$ cat src/design/sca_pkg.sv
package sca_pkg;

    localparam int FRAC_BITS_DEFAULT     = 16;
    localparam int TABLE_ENTRIES_DEFAULT = 16;
    localparam int COEF_FRAC_BITS        = 35;
    localparam int WORDS_PER_ENTRY       = 12;
    localparam int POLY_LEN              = 5;
    localparam int POLY_TOP              = 4;
    localparam int CFG_W                 = 31;

    localparam logic [CFG_W-1:0] PI_RESET     = 31'd205887;
    localparam logic [CFG_W-1:0] TWO_PI_RESET = 31'd411775;

    // configuration register indexes
    localparam logic CFG_PI     = 1'b0;
    localparam logic CFG_TWO_PI = 1'b1;

    // word index codes
    localparam logic [3:0] WIDX_COMMIT = 4'd11;
    localparam logic [3:0] WIDX_TRANS0 = 4'd9;

    // input kinds
    localparam logic ACT_XFORM = 1'b0;

    typedef enum logic [1:0] {
        RES_XFORM  = 2'd0,
        RES_STAGED = 2'd1,
        RES_COMMIT = 2'd2,
        RES_FULL   = 2'd3
    } res_t;

    typedef enum logic [5:0] {
        S_IDLE, S_DISPATCH, S_LOAD, S_CHK, S_DIV, S_DFIX, S_ADJ1, S_ADJ2,
        S_SQ, S_SQW, S_H0, S_H1, S_H2, S_H3, S_H4,
        S_T0, S_T1, S_T2, S_T3, S_T4, S_N0, S_N1, S_N2,
        S_C0, S_C1, S_C2, S_C3, S_C4, S_C5,
        S_SCAN_START, S_SCAN_RD, S_SCAN_CMP,
        S_AF_START, S_AF_RD, S_AF_MUL, S_AF_ACC, S_AF_TRD, S_AF_TADD,
        S_STAGE, S_CDEC, S_COPY, S_KEYW, S_OUT
    } state_t;

    typedef enum logic [3:0] {
        OPA_X, OPA_XH, OPA_ACCL, OPA_ACCH, OPA_XPPI, OPA_XMPI,
        OPA_RAD, OPA_TMP, OPA_WORD
    } opa_t;

    typedef enum logic [3:0] {
        OPB_X, OPB_X2L, OPB_X2H, OPB_ACCL, OPB_ACCH, OPB_TR, OPB_NPROD,
        OPB_TRIG0, OPB_TRIG1, OPB_TRIG2, OPB_TRIG3, OPB_VEC
    } opb_t;

    typedef enum logic [4:0] {
        WB_NONE, WB_LOAD_ANG, WB_DIV_START, WB_DIV_STEP, WB_DIV_FIX,
        WB_ADJ1, WB_ADJ2, WB_X2, WB_SUM_SET, WB_SUM_ADD, WB_ACC, WB_TR,
        WB_TRIG, WB_TMP, WB_VX, WB_VY, WB_VZ,
        WB_SCAN_START, WB_SCAN_CMP, WB_AF_START, WB_AF_ACC, WB_AF_ROW,
        WB_STAGE, WB_TGT, WB_COPY, WB_COMMIT
    } wb_t;

    typedef enum logic [1:0] {
        ADDR_MAT, ADDR_TRANS, ADDR_COPY
    } addr_src_t;

    typedef struct packed {
        logic      capture;
        opa_t      mul_a;
        opb_t      mul_b;
        logic      mul_sgn;
        wb_t       wb;
        logic [1:0] sel;
        logic [2:0] coef_sel;
        addr_src_t addr_src;
        logic      load_out;
        res_t      out_code;
    } cmd_t;

    typedef struct packed {
        logic in_valid;
        logic action;
        logic widx_over;
        logic widx_last;
        logic need_div;
        logic div_last;
        logic hit_now;
        logic slot_last;
        logic hit;
        logic free_found;
        logic col_last;
        logic row_last;
        logic copy_last;
        logic out_free;
    } stat_t;

    function automatic logic signed [63:0] poly_coef(input logic [2:0] idx);
        logic signed [63:0] c;
        unique case (idx)
            3'd0:    c = -64'sd802;
            3'd1:    c = 64'sd86665;
            3'd2:    c = -64'sd5961589;
            3'd3:    c = 64'sd227491688;
            3'd4:    c = -64'sd3481369351;
            default: c = 64'sd0;
        endcase
        return c;
    endfunction

endpackage

$ cat src/design/sca_ctrl.sv
module sca_ctrl (
    input  logic            clk,
    input  logic            rst_n,
    input  sca_pkg::stat_t  st,
    output sca_pkg::cmd_t   cmd
);

    sca_pkg::state_t state_reg, state_next;
    logic [1:0]      k_reg, k_next;
    logic [2:0]      hc_reg, hc_next;
    sca_pkg::res_t   code_reg, code_next;

    always_ff @(posedge clk or negedge rst_n)
    begin
        if (!rst_n)
        begin
            state_reg <= sca_pkg::S_IDLE;
            k_reg     <= 2'd0;
            hc_reg    <= 3'd0;
            code_reg  <= sca_pkg::RES_XFORM;
        end
        else
        begin
            state_reg <= state_next;
            k_reg     <= k_next;
            hc_reg    <= hc_next;
            code_reg  <= code_next;
        end
    end

    // next state
    always_comb
    begin
        state_next = state_reg;
        k_next     = k_reg;
        hc_next    = hc_reg;
        code_next  = code_reg;
        unique case (state_reg)
            sca_pkg::S_IDLE:
                if (st.in_valid)
                    state_next = sca_pkg::S_DISPATCH;
            sca_pkg::S_DISPATCH:
            begin
                k_next = 2'd0;
                priority if (st.action == sca_pkg::ACT_XFORM)
                    state_next = sca_pkg::S_LOAD;
                else if (st.widx_over)
                begin
                    code_next  = sca_pkg::RES_STAGED;
                    state_next = sca_pkg::S_OUT;
                end
                else
                    state_next = sca_pkg::S_STAGE;
            end
            sca_pkg::S_LOAD: state_next = sca_pkg::S_CHK;
            sca_pkg::S_CHK:
                state_next = st.need_div ? sca_pkg::S_DIV : sca_pkg::S_ADJ1;
            sca_pkg::S_DIV:
                if (st.div_last)
                    state_next = sca_pkg::S_DFIX;
            sca_pkg::S_DFIX: state_next = sca_pkg::S_ADJ1;
            sca_pkg::S_ADJ1: state_next = sca_pkg::S_ADJ2;
            sca_pkg::S_ADJ2: state_next = sca_pkg::S_SQ;
            sca_pkg::S_SQ:   state_next = sca_pkg::S_SQW;
            sca_pkg::S_SQW:
            begin
                hc_next    = 3'd0;
                state_next = sca_pkg::S_H0;
            end
            sca_pkg::S_H0: state_next = sca_pkg::S_H1;
            sca_pkg::S_H1: state_next = sca_pkg::S_H2;
            sca_pkg::S_H2: state_next = sca_pkg::S_H3;
            sca_pkg::S_H3: state_next = sca_pkg::S_H4;
            sca_pkg::S_H4:
            begin
                hc_next = hc_reg + 3'd1;
                state_next = (hc_reg == 3'(sca_pkg::POLY_LEN - 1)) ?
                             sca_pkg::S_T0 : sca_pkg::S_H0;
            end
            sca_pkg::S_T0: state_next = sca_pkg::S_T1;
            sca_pkg::S_T1: state_next = sca_pkg::S_T2;
            sca_pkg::S_T2: state_next = sca_pkg::S_T3;
            sca_pkg::S_T3: state_next = sca_pkg::S_T4;
            sca_pkg::S_T4: state_next = sca_pkg::S_N0;
            sca_pkg::S_N0: state_next = sca_pkg::S_N1;
            sca_pkg::S_N1: state_next = sca_pkg::S_N2;
            sca_pkg::S_N2:
            begin
                k_next = k_reg + 2'd1;
                state_next = (k_reg == 2'd3) ? sca_pkg::S_C0 : sca_pkg::S_LOAD;
            end
            sca_pkg::S_C0: state_next = sca_pkg::S_C1;
            sca_pkg::S_C1: state_next = sca_pkg::S_C2;
            sca_pkg::S_C2: state_next = sca_pkg::S_C3;
            sca_pkg::S_C3: state_next = sca_pkg::S_C4;
            sca_pkg::S_C4: state_next = sca_pkg::S_C5;
            sca_pkg::S_C5: state_next = sca_pkg::S_SCAN_START;
            sca_pkg::S_SCAN_START: state_next = sca_pkg::S_SCAN_RD;
            sca_pkg::S_SCAN_RD:    state_next = sca_pkg::S_SCAN_CMP;
            sca_pkg::S_SCAN_CMP:
            begin
                if (st.hit_now || st.slot_last)
                begin
                    priority if (st.action != sca_pkg::ACT_XFORM)
                        state_next = sca_pkg::S_CDEC;
                    else if (st.hit_now)
                        state_next = sca_pkg::S_AF_START;
                    else
                    begin
                        code_next  = sca_pkg::RES_XFORM;
                        state_next = sca_pkg::S_OUT;
                    end
                end
                else
                    state_next = sca_pkg::S_SCAN_RD;
            end
            sca_pkg::S_AF_START: state_next = sca_pkg::S_AF_RD;
            sca_pkg::S_AF_RD:    state_next = sca_pkg::S_AF_MUL;
            sca_pkg::S_AF_MUL:   state_next = sca_pkg::S_AF_ACC;
            sca_pkg::S_AF_ACC:
                state_next = st.col_last ? sca_pkg::S_AF_TRD : sca_pkg::S_AF_RD;
            sca_pkg::S_AF_TRD:   state_next = sca_pkg::S_AF_TADD;
            sca_pkg::S_AF_TADD:
            begin
                if (st.row_last)
                begin
                    code_next  = sca_pkg::RES_XFORM;
                    state_next = sca_pkg::S_OUT;
                end
                else
                    state_next = sca_pkg::S_AF_RD;
            end
            sca_pkg::S_STAGE:
            begin
                if (st.widx_last)
                    state_next = sca_pkg::S_SCAN_START;
                else
                begin
                    code_next  = sca_pkg::RES_STAGED;
                    state_next = sca_pkg::S_OUT;
                end
            end
            sca_pkg::S_CDEC:
            begin
                if (st.hit || st.free_found)
                    state_next = sca_pkg::S_COPY;
                else
                begin
                    code_next  = sca_pkg::RES_FULL;
                    state_next = sca_pkg::S_OUT;
                end
            end
            sca_pkg::S_COPY:
                if (st.copy_last)
                    state_next = sca_pkg::S_KEYW;
            sca_pkg::S_KEYW:
            begin
                code_next  = sca_pkg::RES_COMMIT;
                state_next = sca_pkg::S_OUT;
            end
            sca_pkg::S_OUT:
                if (st.out_free)
                    state_next = sca_pkg::S_IDLE;
            default: state_next = sca_pkg::S_IDLE;
        endcase
    end

    // commands
    always_comb
    begin
        cmd          = '0;
        cmd.mul_a    = sca_pkg::OPA_X;
        cmd.mul_b    = sca_pkg::OPB_X;
        cmd.wb       = sca_pkg::WB_NONE;
        cmd.addr_src = sca_pkg::ADDR_MAT;
        cmd.out_code = code_reg;
        cmd.sel      = k_reg;
        cmd.coef_sel = hc_reg;
        unique case (state_reg)
            sca_pkg::S_IDLE:     cmd.capture = 1'b1;
            sca_pkg::S_DISPATCH: ;
            sca_pkg::S_LOAD:     cmd.wb = sca_pkg::WB_LOAD_ANG;
            sca_pkg::S_CHK:
                if (st.need_div)
                    cmd.wb = sca_pkg::WB_DIV_START;
            sca_pkg::S_DIV:      cmd.wb = sca_pkg::WB_DIV_STEP;
            sca_pkg::S_DFIX:     cmd.wb = sca_pkg::WB_DIV_FIX;
            sca_pkg::S_ADJ1:     cmd.wb = sca_pkg::WB_ADJ1;
            sca_pkg::S_ADJ2:     cmd.wb = sca_pkg::WB_ADJ2;
            sca_pkg::S_SQ:
                cmd.mul_sgn = 1'b1;
            sca_pkg::S_SQW:      cmd.wb = sca_pkg::WB_X2;
            sca_pkg::S_H0:
            begin
                cmd.mul_a = sca_pkg::OPA_ACCL;
                cmd.mul_b = sca_pkg::OPB_X2L;
            end
            sca_pkg::S_H1:
            begin
                cmd.mul_a = sca_pkg::OPA_ACCH;
                cmd.mul_b = sca_pkg::OPB_X2L;
                cmd.wb    = sca_pkg::WB_SUM_SET;
            end
            sca_pkg::S_H2:
            begin
                cmd.mul_a = sca_pkg::OPA_ACCL;
                cmd.mul_b = sca_pkg::OPB_X2H;
                cmd.wb    = sca_pkg::WB_SUM_ADD;
            end
            sca_pkg::S_H3:       cmd.wb = sca_pkg::WB_SUM_ADD;
            sca_pkg::S_H4:       cmd.wb = sca_pkg::WB_ACC;
            sca_pkg::S_T0:
                cmd.mul_b = sca_pkg::OPB_ACCL;
            sca_pkg::S_T1:
            begin
                cmd.mul_a = sca_pkg::OPA_XH;
                cmd.mul_b = sca_pkg::OPB_ACCL;
                cmd.wb    = sca_pkg::WB_SUM_SET;
            end
            sca_pkg::S_T2:
            begin
                cmd.mul_b = sca_pkg::OPB_ACCH;
                cmd.wb    = sca_pkg::WB_SUM_ADD;
            end
            sca_pkg::S_T3:       cmd.wb = sca_pkg::WB_SUM_ADD;
            sca_pkg::S_T4:       cmd.wb = sca_pkg::WB_TR;
            sca_pkg::S_N0:
            begin
                cmd.mul_a   = sca_pkg::OPA_XPPI;
                cmd.mul_b   = sca_pkg::OPB_TR;
                cmd.mul_sgn = 1'b1;
            end
            sca_pkg::S_N1:
            begin
                cmd.mul_a   = sca_pkg::OPA_XMPI;
                cmd.mul_b   = sca_pkg::OPB_NPROD;
                cmd.mul_sgn = 1'b1;
            end
            sca_pkg::S_N2:       cmd.wb = sca_pkg::WB_TRIG;
            sca_pkg::S_C0:
            begin
                cmd.mul_a   = sca_pkg::OPA_RAD;
                cmd.mul_b   = sca_pkg::OPB_TRIG0;
                cmd.mul_sgn = 1'b1;
            end
            sca_pkg::S_C1:       cmd.wb = sca_pkg::WB_TMP;
            sca_pkg::S_C2:
            begin
                cmd.mul_a   = sca_pkg::OPA_TMP;
                cmd.mul_b   = sca_pkg::OPB_TRIG1;
                cmd.mul_sgn = 1'b1;
            end
            sca_pkg::S_C3:
            begin
                cmd.mul_a   = sca_pkg::OPA_TMP;
                cmd.mul_b   = sca_pkg::OPB_TRIG2;
                cmd.mul_sgn = 1'b1;
                cmd.wb      = sca_pkg::WB_VX;
            end
            sca_pkg::S_C4:
            begin
                cmd.mul_a   = sca_pkg::OPA_RAD;
                cmd.mul_b   = sca_pkg::OPB_TRIG3;
                cmd.mul_sgn = 1'b1;
                cmd.wb      = sca_pkg::WB_VY;
            end
            sca_pkg::S_C5:         cmd.wb = sca_pkg::WB_VZ;
            sca_pkg::S_SCAN_START: cmd.wb = sca_pkg::WB_SCAN_START;
            sca_pkg::S_SCAN_RD:    ;
            sca_pkg::S_SCAN_CMP:   cmd.wb = sca_pkg::WB_SCAN_CMP;
            sca_pkg::S_AF_START:   cmd.wb = sca_pkg::WB_AF_START;
            sca_pkg::S_AF_RD:      ;
            sca_pkg::S_AF_MUL:
            begin
                cmd.mul_a   = sca_pkg::OPA_WORD;
                cmd.mul_b   = sca_pkg::OPB_VEC;
                cmd.mul_sgn = 1'b1;
            end
            sca_pkg::S_AF_ACC:     cmd.wb = sca_pkg::WB_AF_ACC;
            sca_pkg::S_AF_TRD:     cmd.addr_src = sca_pkg::ADDR_TRANS;
            sca_pkg::S_AF_TADD:    cmd.wb = sca_pkg::WB_AF_ROW;
            sca_pkg::S_STAGE:      cmd.wb = sca_pkg::WB_STAGE;
            sca_pkg::S_CDEC:
                if (st.hit || st.free_found)
                    cmd.wb = sca_pkg::WB_TGT;
            sca_pkg::S_COPY:
            begin
                cmd.addr_src = sca_pkg::ADDR_COPY;
                cmd.wb       = sca_pkg::WB_COPY;
            end
            sca_pkg::S_KEYW:       cmd.wb = sca_pkg::WB_COMMIT;
            sca_pkg::S_OUT:        cmd.load_out = st.out_free;
            default: ;
        endcase
    end

endmodule

$ cat config.mk
export PLATFORM = sky130hd
export DESIGN_NAME = sca_ctrl
export DESIGN_NICKNAME = d
export VERILOG_FILES = /design/src/design/sca_pkg.sv /design/src/design/sca_ctrl.sv
export SDC_FILE = /design/constraint.sdc
export NUM_CORES = 1
export LEC_CHECK = 0
export ABC_AREA = 1
export BUFFER_PORTS_ARGS = -buffer_cell sky130_fd_sc_hd__buf_2
export CORE_ASPECT_RATIO = 0.6
export CORE_MARGIN = 2
export CORE_UTILIZATION = 55
export DETAILED_ROUTE_END_ITERATION = 8
export PLACE_DENSITY = 0.82
export REMOVE_ABC_BUFFERS = 1
export SLEW_MARGIN = 20
export SYNTH_ARGS = -nofsm -noshare
export SYNTH_HDL_FRONTEND = slang
export SYNTH_SLANG_ARGS = --single-unit
$ cat constraint.sdc
create_clock -name clk -period 5.24 [get_ports clk]
set_input_delay 1.31 -clock clk [delete_from_list [all_inputs] [get_ports clk]]
set_output_delay 1.31 -clock clk [all_outputs]
set_load 0.005 [all_outputs]
After elaboration in Yosys (flattened, before gate mapping)
Cells that the tools add are included.

Bits in registers: 13. Bits in latches: 0. RAM bits: 0. ROM bits: 0. Input bits: 16. Output and inout port bits: 25. Word-level logic and storage cells: 115. Memories kept: 0.

$add $sub $neg: 2. Multipliers: 0. Divide/modulo/power cells: 0. $lt $le $gt $ge: 0. Equal/unequal tests: 56. Shift operators: 0. Muxes and demuxes: 37. Bitwise operators: 0. Reductions and logical operators: 16.

Operators by type and width (number): $pmux 6 s43 (1); $pmux 5 s25 (1); $eq 6x5->1 const B (16); $eq 6x6->1 const B (11); $eq 6x4->1 const B (8); $pmux 4 s11 (1); $mux 6 (7); $pmux 4 s8 (1); $eq 6x3->1 const B (4); $ne 2x2->1 const B (12); $mux 2 (11); $mux 4 (4); $eq 6x2->1 const B (2); $pmux 2 s6 (1); $reduce_or 2->1 (6); $mux 5 (2); $reduce_and 9->1 (1); $pmux 2 s2 (2); $reduce_or 8->1 (1); $eq 6x1->1 const B (1); $logic_not 6->1 (1); $mux 3 (2); $pmux 3 s2 (1); $reduce_bool 6->1 (1); other kinds (9) (13).

Logic depth before layout (Yosys ltp)
Gate-level depths: netlist (run 1).

Word-level depth: 4. Mapped depth: 11.

Least setup slack after synthesis (run 1)
No wires, ideal clock.

Path type: input to output. Start point: input port st[4] in the netlist's numbering. End point: output port cmd[14] in the netlist's numbering. Data arrival time: 1.884 ns. Data required time: 3.930 ns. Setup slack: 2.046 ns. Stages: 4. Path through: o21ai_0 > nand2_1 > nor4_1 > nand2_1.

RTL lines: start: declaration (line sca_ctrl.sv:4) `input sca_pkg::stat_t st,`; end: declaration (line sca_ctrl.sv:5) `output sca_pkg::cmd_t cmd`.

==> results.json, run 1 <==
{
  "status": "complete, no violations",
  "synth_largest_area_cell": "nand2_1",
  "syn_to_final_growth_pct": 15.80,
  "ant_nets": 0,
  "htreeDepth": 1,
  "slowest_stage": "nor2_1",
  "synth_cell_types": 23,
  "post_synth_fa_ha_maj_area_fraction_pct": 2.257,
  "antenna_found_initial": 0,
  "vias_per_cell": 5.934,
  "irDropWorstVdd_v": 0.0003142,
  "grt_overflow": 0,
  "drc": 0,
  "drive_above_1_share_pct": 14.25,
  "crit_type": "reg2out",
  "die_w_um": 74.99,
  "grt_max_degree": 20,
  "fp.coreArea_um2": 2872,
  "cts_root_buffer": "clkbuf_8",
  "final_nets": 371,
  "drt-total-wl_mm": 5.895,
  "synth-simple-area-share_pct": 61.47,
  "worst_ep_required_time_ns": 3.93,
  "tightest_slew_ns": 0.8879,
  "grt_setup_unrepaired": "no",
  "wl_per_cell_um": 15.00,
  "skew_ns": 0.005538,
  "dp_hpwl_mm": 4.684,
  "cts_hold_buf": 0,
  "vias": 2332,
  "grtUsageTotal_pct": 36.04,
  "synth_top_family_by_area": "simple AND/OR/NAND/NOR gates",
  "synth_top_area_share_pct": 23.25,
  "final_util_pct": 67.06,
  "grt_pass1_wl_mm": 9.128,
  "path_cells": "nor2_1, inv_1, nor2_1, nand2_1, nand2_1, nor3b_1, nand4_1, buf_2",
  "max_freq_ghz": 0.2731,
  "clk_pin_slew_worst_paths_ns": 0.06,
  "cts_resized": 0,
  "setup.worst_path.start_class": "register",
  "ys.flop_type": "dfrtp_1",
  "synth_warnings": 0,
  "hold_viol": 0,
  "synth_most_common_cell": "nand2_1",
  "cts.sinks": 13,
  "cp_max_fo": 12,
  "cp.buffers_inverters": 2,
  "async_flop_share_pct": 100.0,
  "synth.cell_area_um2": 1663,
  "io_buffers": 40,
  "synth_common_cells": "nand2_1 (103), nor2_1 (55), nand3_1 (50), inv_1 (36)",
  "diodes": 0,
  "end_kind": "output port",
  "p_per_area_nw_per_um2": 445.7,
  "avgSynthCellArea_um2": 5.313,
  "final-setup-viol-count": 0,
  "largest_register_ffs": 6,
  "tritoncts": "done",
  "fin_crit_ns": 3.662,
  "grt_pass1_vias": 1934,
  "cellLeakagePower_nw": 1.357,
  "synth_edf_count": 0,
  "critPathTopFamily": "simple AND/OR/NAND/NOR gates",
  "post-cts-setup-buffers": 0,
  "synth_compound_area_share_pct": 5.267,
  "syn_inst": 313,
  "drv_slew": 0,
  "start_util_pct": 57.91,
  "cts_max_path_buffers": 2,
  "max_stage_delay_ns": 0.70,
  "rows": 15,
  "synth_area_leaders": "nand2_1 (23%), dfrtp_1 (20%), nand3_1 (15%), nor2_1 (12%), inv_1 (8.1%)",
  "ys_seq_area_share_pct": 19.56,
  "dieArea_um2": 3494,
  "drtIter0Drc": 487,
  "clock_latency_ns": 0.25,
  "fin_setup_tns_ns": 0,
  "hold_path_class": "reg2reg",
  "cp.arrival_ns": 2.35,
  "firstDrtPassIters": 6,
  "place_congestion": 1.078,
  "yosys_register_bits": 13,
  "synth_mux_area_share_pct": 0,
  "synth-xor-area-share_pct": 0.5267,
  "fin_crit_sh_pct": 69.88,
  "drv_cap": 0,
  "cts_buffers": 3,
  "die_h_um": 46.59,
  "io_pins": 41,
  "maxSlewHeadroom_pct": 40.59
}
tightest hold or removal path, delay by kind of cell (launching register included):
kind	cells	cell delay (ns)
AND/OR/NAND/NOR	2	0.09
flip-flops	1	0.34
placed cells by master, fill, tap and decap left out, drive strengths merged:
master	instances
a32o	1
clkbuf	4
nand3	50
nand4	13
xnor2	1
o211ai	3
o21ai	8
buf	41
nand3b	1
and3	1
nor2	60
dfrtp	13
nor3b	1
nor3	4
nand2	103
inv	36
a21oi	3
ha	3
clkinv	1
nor4	2
or2	2
layout make-up:
cell class	instances	area [um2]
Tap cell	42	52.55
Inverter	37	138.9
Fill cell	279	945.9
Clock buffer	4	45.04
Timing Repair Buffer	41	207.7
Sequential cell	13	325.3
Multi-Input combinational cell	256	1156
logic make-up after synthesis:
logic type / Yosys count
buf+inv: 44
simple gates: 237
fa+ha+maj: 3
flops: 13
xor+xnor: 1
compound gates: 15
through the flow:
| step | worst slack (ns) | cells | power, mW | instance area (um2) | hold WS [ns] |
|---|---|---|---|---|---|
| after floorplan | 2.046 | 306 | 0.5427 | 1620 | 0.4646 |
| after global placement | 1.703 | 389 | 0.7355 | 1881 | 0.4567 |
| after detailed placement | 1.648 | 389 | 0.7389 | 1881 | 0.4590 |
| after CTS | 1.650 | 393 | 0.8319 | 1926 | 0.4773 |
| after global routing | 1.488 | 393 | 0.9281 | 1926 | 0.4909 |
| final | 1.578 | 393 | 0.8583 | 1926 | 0.4737 |
layer usage:
layer	share of wire (%)	track usage (%)	vias to the layer above
li1	-	-	1092
met1	39	50.07	973
met2	39	51.93	230
met3	18	14.66	37
met4	3.3	8.571	0
met5	0	0	-
final timing paths:
check / startpoint / endpoint / slack, ns / depth (start not counted)
max: state_reg[3] / cmd[10] / 1.58 / 8
min: code_reg[1] / code_reg[1] / 0.47 / 2
max reg2reg: state_reg[3] / state_reg[0] / 3.00 / 9
min reg2reg: code_reg[1] / code_reg[1] / 0.47 / 2
max in group asynchronous: rst_n / state_reg[2] / 4.07 / 1
min in group asynchronous: rst_n / state_reg[4] / 0.94 / 1
power by group:
group          internal, mW  total, mW  switching (mW)
Combinational         0.190      0.602           0.412
Clock                0.0538     0.0918          0.0381
Sequential            0.134      0.165          0.0304
Note: power is estimated with default switching activity, not from simulation.
==> run 2: changes to the inputs <==
- CORE_UTILIZATION: 55 -> 54
- PLACE_DENSITY: 0.82 -> 0.81
- clock period: 5.24 -> 3.7 ns (I/O delays scaled with it)
==> run 2 against run 1 <==
- wire length is 2.2% lower
- clock power rose by 48%
- critical path depth fell by 2
- sequential cell count did not move
- die area increased by 1.7%
- register-to-register slack lost 1.5 ns
- sequential share of layout area shrank 0.13 points
- largest cell class unchanged
- largest power group unchanged
==> results.json, run 2 (synthesis gave the netlist of run 1 again) <==
{
  "die_h_um": 46.99,
  "cts_buffers": 3,
  "io_buffers": 40,
  "dp_hpwl_mm": 4.610,
  "drc": 0,
  "worst_ep_required_time_ns": 2.77,
  "io_pins": 41,
  "fp.coreArea_um2": 2909,
  "die_w_um": 75.64,
  "post-cts-setup-buffers": 0,
  "cp.arrival_ns": 2.14,
  "drv_slew": 0,
  "syn_to_final_growth_pct": 16.70,
  "end_kind": "output port",
  "drive_above_1_share_pct": 14.73,
  "htreeDepth": 1,
  "setup.worst_path.start_class": "register",
  "mostFrequentLayoutCells": "nand2_1 (103), nor2_1 (55), nand3_1 (50), buf_2 (40), inv_1 (36)",
  "grt_max_degree": 21,
  "vias": 2308,
  "cellLeakagePower_nw": 1.366,
  "p_per_area_nw_per_um2": 634.8,
  "max_freq_ghz": 0.3268,
  "cts.sinks": 13,
  "drt-total-wl_mm": 5.765,
  "crit_type": "reg2out",
  "vias_per_cell": 5.843,
  "clk_pin_slew_worst_paths_ns": 0.07,
  "grtUsageTotal_pct": 34.30,
  "wl_per_cell_um": 14.59,
  "antenna_found_initial": 0,
  "cts_root_buffer": "clkbuf_8",
  "hold_viol": 0,
  "final_nets": 373,
  "irDropWorstVdd_v": 0.0003571,
  "place_congestion": 1.070,
  "critPathTopFamily": "simple AND/OR/NAND/NOR gates",
  "crit_path_frequent_cell": "nand3_1",
  "totalPowerFinal_mw": 1.232,
  "grt_pass1_vias": 1866,
  "skew_ns": 0.006191,
  "maxSlewHeadroom_pct": 45.94,
  "start_util_pct": 57.16,
  "ant_nets": 0,
  "dieArea_um2": 3554,
  "largest_register_ffs": 6,
  "rows": 15,
  "firstDrtPassIters": 6,
  "cts_resized": 0,
  "grt_setup_unrepaired": "no",
  "diodes": 0,
  "max_stage_delay_ns": 0.65,
  "final_util_pct": 66.71,
  "fin_crit_sh_pct": 82.71,
  "cp.buffers_inverters": 1,
  "tightest_slew_ns": 0.8079,
  "final_common_cell": "nand2_1",
  "hold_path_class": "reg2reg",
  "fin_crit_ns": 3.060,
  "drv_cap": 0,
  "path_cells": "nor2_1, nand3_1, nand2_1, nor4_1, nand3_1, buf_2",
  "cts_hold_buf": 0,
  "slowest_stage": "nor2_1",
  "grt_pass1_wl_mm": 8.880,
  "fin_setup_tns_ns": 0,
  "fin_worst_hold_slack_ns": 0.4737,
  "grt_overflow": 0,
  "final-setup-viol-count": 0,
  "drtIter0Drc": 356,
  "tritoncts": "done",
  "clock_latency_ns": 0.25,
  "cp_max_fo": 11,
  "status": "complete, no violations",
  "cts_max_path_buffers": 2
}
-- run 2: cell types whose count changed in the layout (fill, tap and decap cells not counted), sizes merged --
cell / previous run / this run
buf: 41 / 43
-- run 2: power breakdown --
group	switching, mW	total (mW)	internal [mW]
clock network	0.0598	0.136	0.0764
logic	0.578	0.862	0.284
registers	0.0444	0.234	0.190
-- run 2: cell type report --
cell class	count	area (um2)
Clock buffer	4	45.04
Timing Repair Buffer	43	222.7
Sequential cell	13	325.3
Tap cell	42	52.55
Multi-Input combinational cell	256	1156
Inverter	37	138.9
Fill cell	275	968.4
-- run 2: final timing paths --
| check | startpoint | to | slack [ns] | cells past startpoint |
|---|---|---|---|---|
| max | state_reg[1] | cmd[13] | 0.64 | 6 |
| min | code_reg[1] | code_reg[1] | 0.47 | 2 |
| min in group asynchronous | rst_n | state_reg[3] | 0.55 | 1 |
| max reg2reg | state_reg[1] | state_reg[5] | 1.50 | 8 |
| min reg2reg | code_reg[1] | code_reg[1] | 0.47 | 2 |
| max in group asynchronous | rst_n | state_reg[5] | 2.92 | 1 |
-- run 2: metrics by stage --
step                      cells  setup slack (ns)  instance area, um2
after floorplan             306             1.089                1620
after global placement      391            0.9108                1896
after detailed placement    391            0.8796                1896
after CTS                   395            0.7520                1941
after global routing        395            0.5052                1941
final                       395            0.6399                1941
-- run 2: tightest hold or removal path: cells and delay by family, from the launching register on --
| kind | cells | cell delay [ns] |
|---|---|---|
| simple gates | 2 | 0.09 |
| flops | 1 | 0.34 |
-- run 2: layer usage --
metal	up-vias	GRT usage (%)	part of all wire (%)
li1	1097	-	-
met1	975	51.29	44
met2	210	44.87	37
met3	26	12.23	16
met4	0	11.58	2.9
met5	-	0	0
==> run 3: changes to the inputs <==
- ABC_AREA: 1 -> 0
- CORE_UTILIZATION: 54 -> 55
- PLACE_DENSITY: 0.81 -> 0.79
- clock period: 3.7 -> 3 ns (I/O delays scaled with it)
==> run 3 against run 2 <==
- power up 120%
- sequential power up 50%
- final area up 24%
- clock-buffer cell count unchanged
- synthesized cell count down 0.96%
- sequential share of layout area down 3.2 points
- worst hold slack worse by 0.094 ns
- non-clock buffer count up 16
- global-route usage down 0.33 points
- combinational power rose to 2.5 times the previous value
- critical path depth unchanged
- critical endpoint is now cmd[11]
- highest routed layer unchanged
==> results.json, run 3 <==
{
  "fin_crit_ns": 2.883,
  "drc": 0,
  "cts_buffers": 3,
  "final_common_cell": "buf_2",
  "post-cts-setup-buffers": 0,
  "synth.cell_area_um2": 2150,
  "cts_root_buffer": "clkbuf_8",
  "routed.top_layer": "met4",
  "crit_type": "reg2out",
  "final-setup-viol-count": 0,
  "synth_common_cells": "a21oi_1 (29), nor2_1 (29), o21ai_0 (29), nand2_1 (28), buf_2 (14)",
  "p_int_mw": 1.188,
  "hold_path_class": "in2async",
  "ys_seq_area_share_pct": 15.13,
  "r2r.worst_path.cells": 6,
  "cellLeakagePower_nw": 1.007,
  "dieArea_um2": 4441,
  "hold_viol": 0,
  "mostFrequentLayoutCells": "buf_2 (40), nor2_1 (29), a21oi_1 (29), o21ai_0 (29), nand2_1 (28)",
  "vias": 2694,
  "drv_cap": 0,
  "async_flop_share_pct": 100.0,
  "fin_crit_sh_pct": 96.08,
  "htreeDepth": 1,
  "grt_setup_unrepaired": "no",
  "place_congestion": 1.062,
  "grt_max_degree": 40,
  "grt_pass1_vias": 2173,
  "synth_cell_types": 68,
  "start_util_pct": 58.08,
  "route.met3.wl_mm": 1.223,
  "synth_top_area_share_pct": 15.13,
  "ant_nets": 0,
  "wl_met1_mm": 3.270,
  "status": "complete, no violations",
  "max_freq_ghz": 0.3469,
  "dp_hpwl_mm": 5.593,
  "p_per_area_nw_per_um2": 1106,
  "post_synth_fa_ha_maj_area_fraction_pct": 1.746,
  "synth_warnings": 0,
  "p_sw_mw": 1.481,
  "p_sw_share_pct": 55.49,
  "yosys_register_bits": 13,
  "io_buffers": 40,
  "cp_max_fo": 6,
  "avgSynthCellArea_um2": 6.934,
  "synth-xor-area-share_pct": 1.222,
  "ys.flop_type": "dfrtp_1",
  "synth_largest_area_cell": "dfrtp_1",
  "skew_ns": 0.002040,
  "synth_area_leaders": "dfrtp_1 (15%), a21oi_1 (6.8%), o21ai_0 (6.8%), nor2_1 (5.1%), nand2_1 (4.9%)",
  "syn_to_final_growth_pct": 12.28,
  "vias_per_cell": 6.961,
  "final_util_pct": 65.21,
  "cts_max_path_buffers": 2,
  "maxSlewHeadroom_pct": 51.02,
  "synth_edf_count": 0,
  "end_kind": "output port",
  "drv_slew": 0,
  "setup.worst_path.start_class": "register",
  "fp.coreArea_um2": 3701,
  "synth_top_family_by_area": "compound AO/OA/AOI/OAI gates",
  "fin_setup_tns_ns": 0,
  "io_pins": 41,
  "synth-simple-area-share_pct": 33.53,
  "grt_pass1_wl_mm": 11.69,
  "drive_above_1_share_pct": 22.65,
  "worst_ep_required_time_ns": 2.25,
  "clk_pin_slew_worst_paths_ns": 0.06,
  "grt_overflow": 0,
  "grtUsageTotal_pct": 33.97,
  "diodes": 0,
  "largest_register_ffs": 6,
  "drt-total-wl_mm": 7.473,
  "firstDrtPassIters": 6,
  "comb_power_share_pct": 80.8,
  "syn_inst": 310,
  "rows": 17,
  "wl_per_cell_um": 19.31,
  "clock_latency_ns": 0.25,
  "synth_mux_area_share_pct": 2.154,
  "synth_compound_area_share_pct": 35.62,
  "clkPwrFrac_pct": 6.1,
  "die_h_um": 52.43,
  "drtIter0Drc": 493,
  "tightest_slew_ns": 0.7331,
  "final_nets": 360,
  "antenna_found_initial": 0,
  "tritoncts": "done",
  "p_seq_share_pct": 13.1,
  "cp.arrival_ns": 2.13,
  "die_w_um": 84.71,
  "cts.sinks": 13,
  "dr_wl_met2_mm": 2.916,
  "irDropWorstVdd_v": 0.0005623
}
run 3: changes by cell type after synthesis, moves of 21 or more:
cell / previous run / this run
nor2_1: 55 / 29
nand2_1: 103 / 28
a21oi_1: 3 / 29
nand3_1: 50 / 5
inv_1: 36 / 8
o21ai_0: 8 / 29
run 3: logic make-up (layout without fill, tap and decap cells):
family          count (synthesis)  count (layout)
buf+inv                        41              71
xor+xnor                        3               3
mux                             4               4
flops                          13              13
simple gates                  130             130
fa+ha+maj                       3               3
compound gates                116             116
run 3: final cells by class:
cell class                 instances  area, um2
clock buffer                       4      45.04
fill                             350       1287
multi-input combinational        256       1597
sequential                        13      327.8
timing repair buffer              59      355.3
tap                               47      58.81
inverter                           8      30.03
run 3: worst paths after layout:
kind,start,to,slack (ns)
max,state_reg[2],cmd[11],0.12
min,rst_n,hc_reg[1],0.38
min in group clk,code_reg[0],code_reg[0],0.49
min reg2reg,code_reg[0],code_reg[0],0.49
max in group asynchronous,rst_n,state_reg[4],2.37
max reg2reg,state_reg[2],code_reg[1],0.73
run 3: critical path: stages (launching register included):
cell     delay [ns]
dfrtp_1        0.45
nor3b_1        0.64
a21o_1         0.14
nand2_1        0.09
o31a_1         0.30
or3b_1         0.17
buf_2          0.10
run 3: metal layers:
metal,vias up,track usage (%)
li1,1227,-
met1,1218,51.72
met2,239,46.85
met3,10,11.65
met4,0,3.175
met5,-,0
run 3: metrics by stage:
step / std cells / cell area [um2] / power, mW / worst slack (ns) / hold WS (ns)
2_1_floorplan: 277 / 1952 / 1.651 / 0.2285 / 0.4544
3_3_place_gp: 383 / 2366 / 2.414 / 0.3152 / 0.4823
3_5_place_dp: 383 / 2366 / 2.416 / 0.3085 / 0.4823
4_1_cts: 387 / 2411 / 2.586 / 0.1515 / 0.3794
5_1_grt: 387 / 2414 / 2.868 / 0.006527 / 0.3994
6_report: 387 / 2414 / 2.668 / 0.1175 / 0.3795
run 3: power by group through the flow:
stage	registers [mW]	clock network, mW	logic [mW]
2_1_floorplan	0.530	0	1.12
3_5_place_dp	0.344	0	2.07
4_1_cts	0.339	0.167	2.08
5_1_grt	0.355	0.173	2.34
6_report	0.350	0.163	2.16
3_3_place_gp	0.342	0	2.07
run 3: what timing repair did:
action,CTS,global route
endpoints found under the hold margin,0,0
setup endpoints to repair,0,4
resized for setup,0,2
hold buffers,0,0
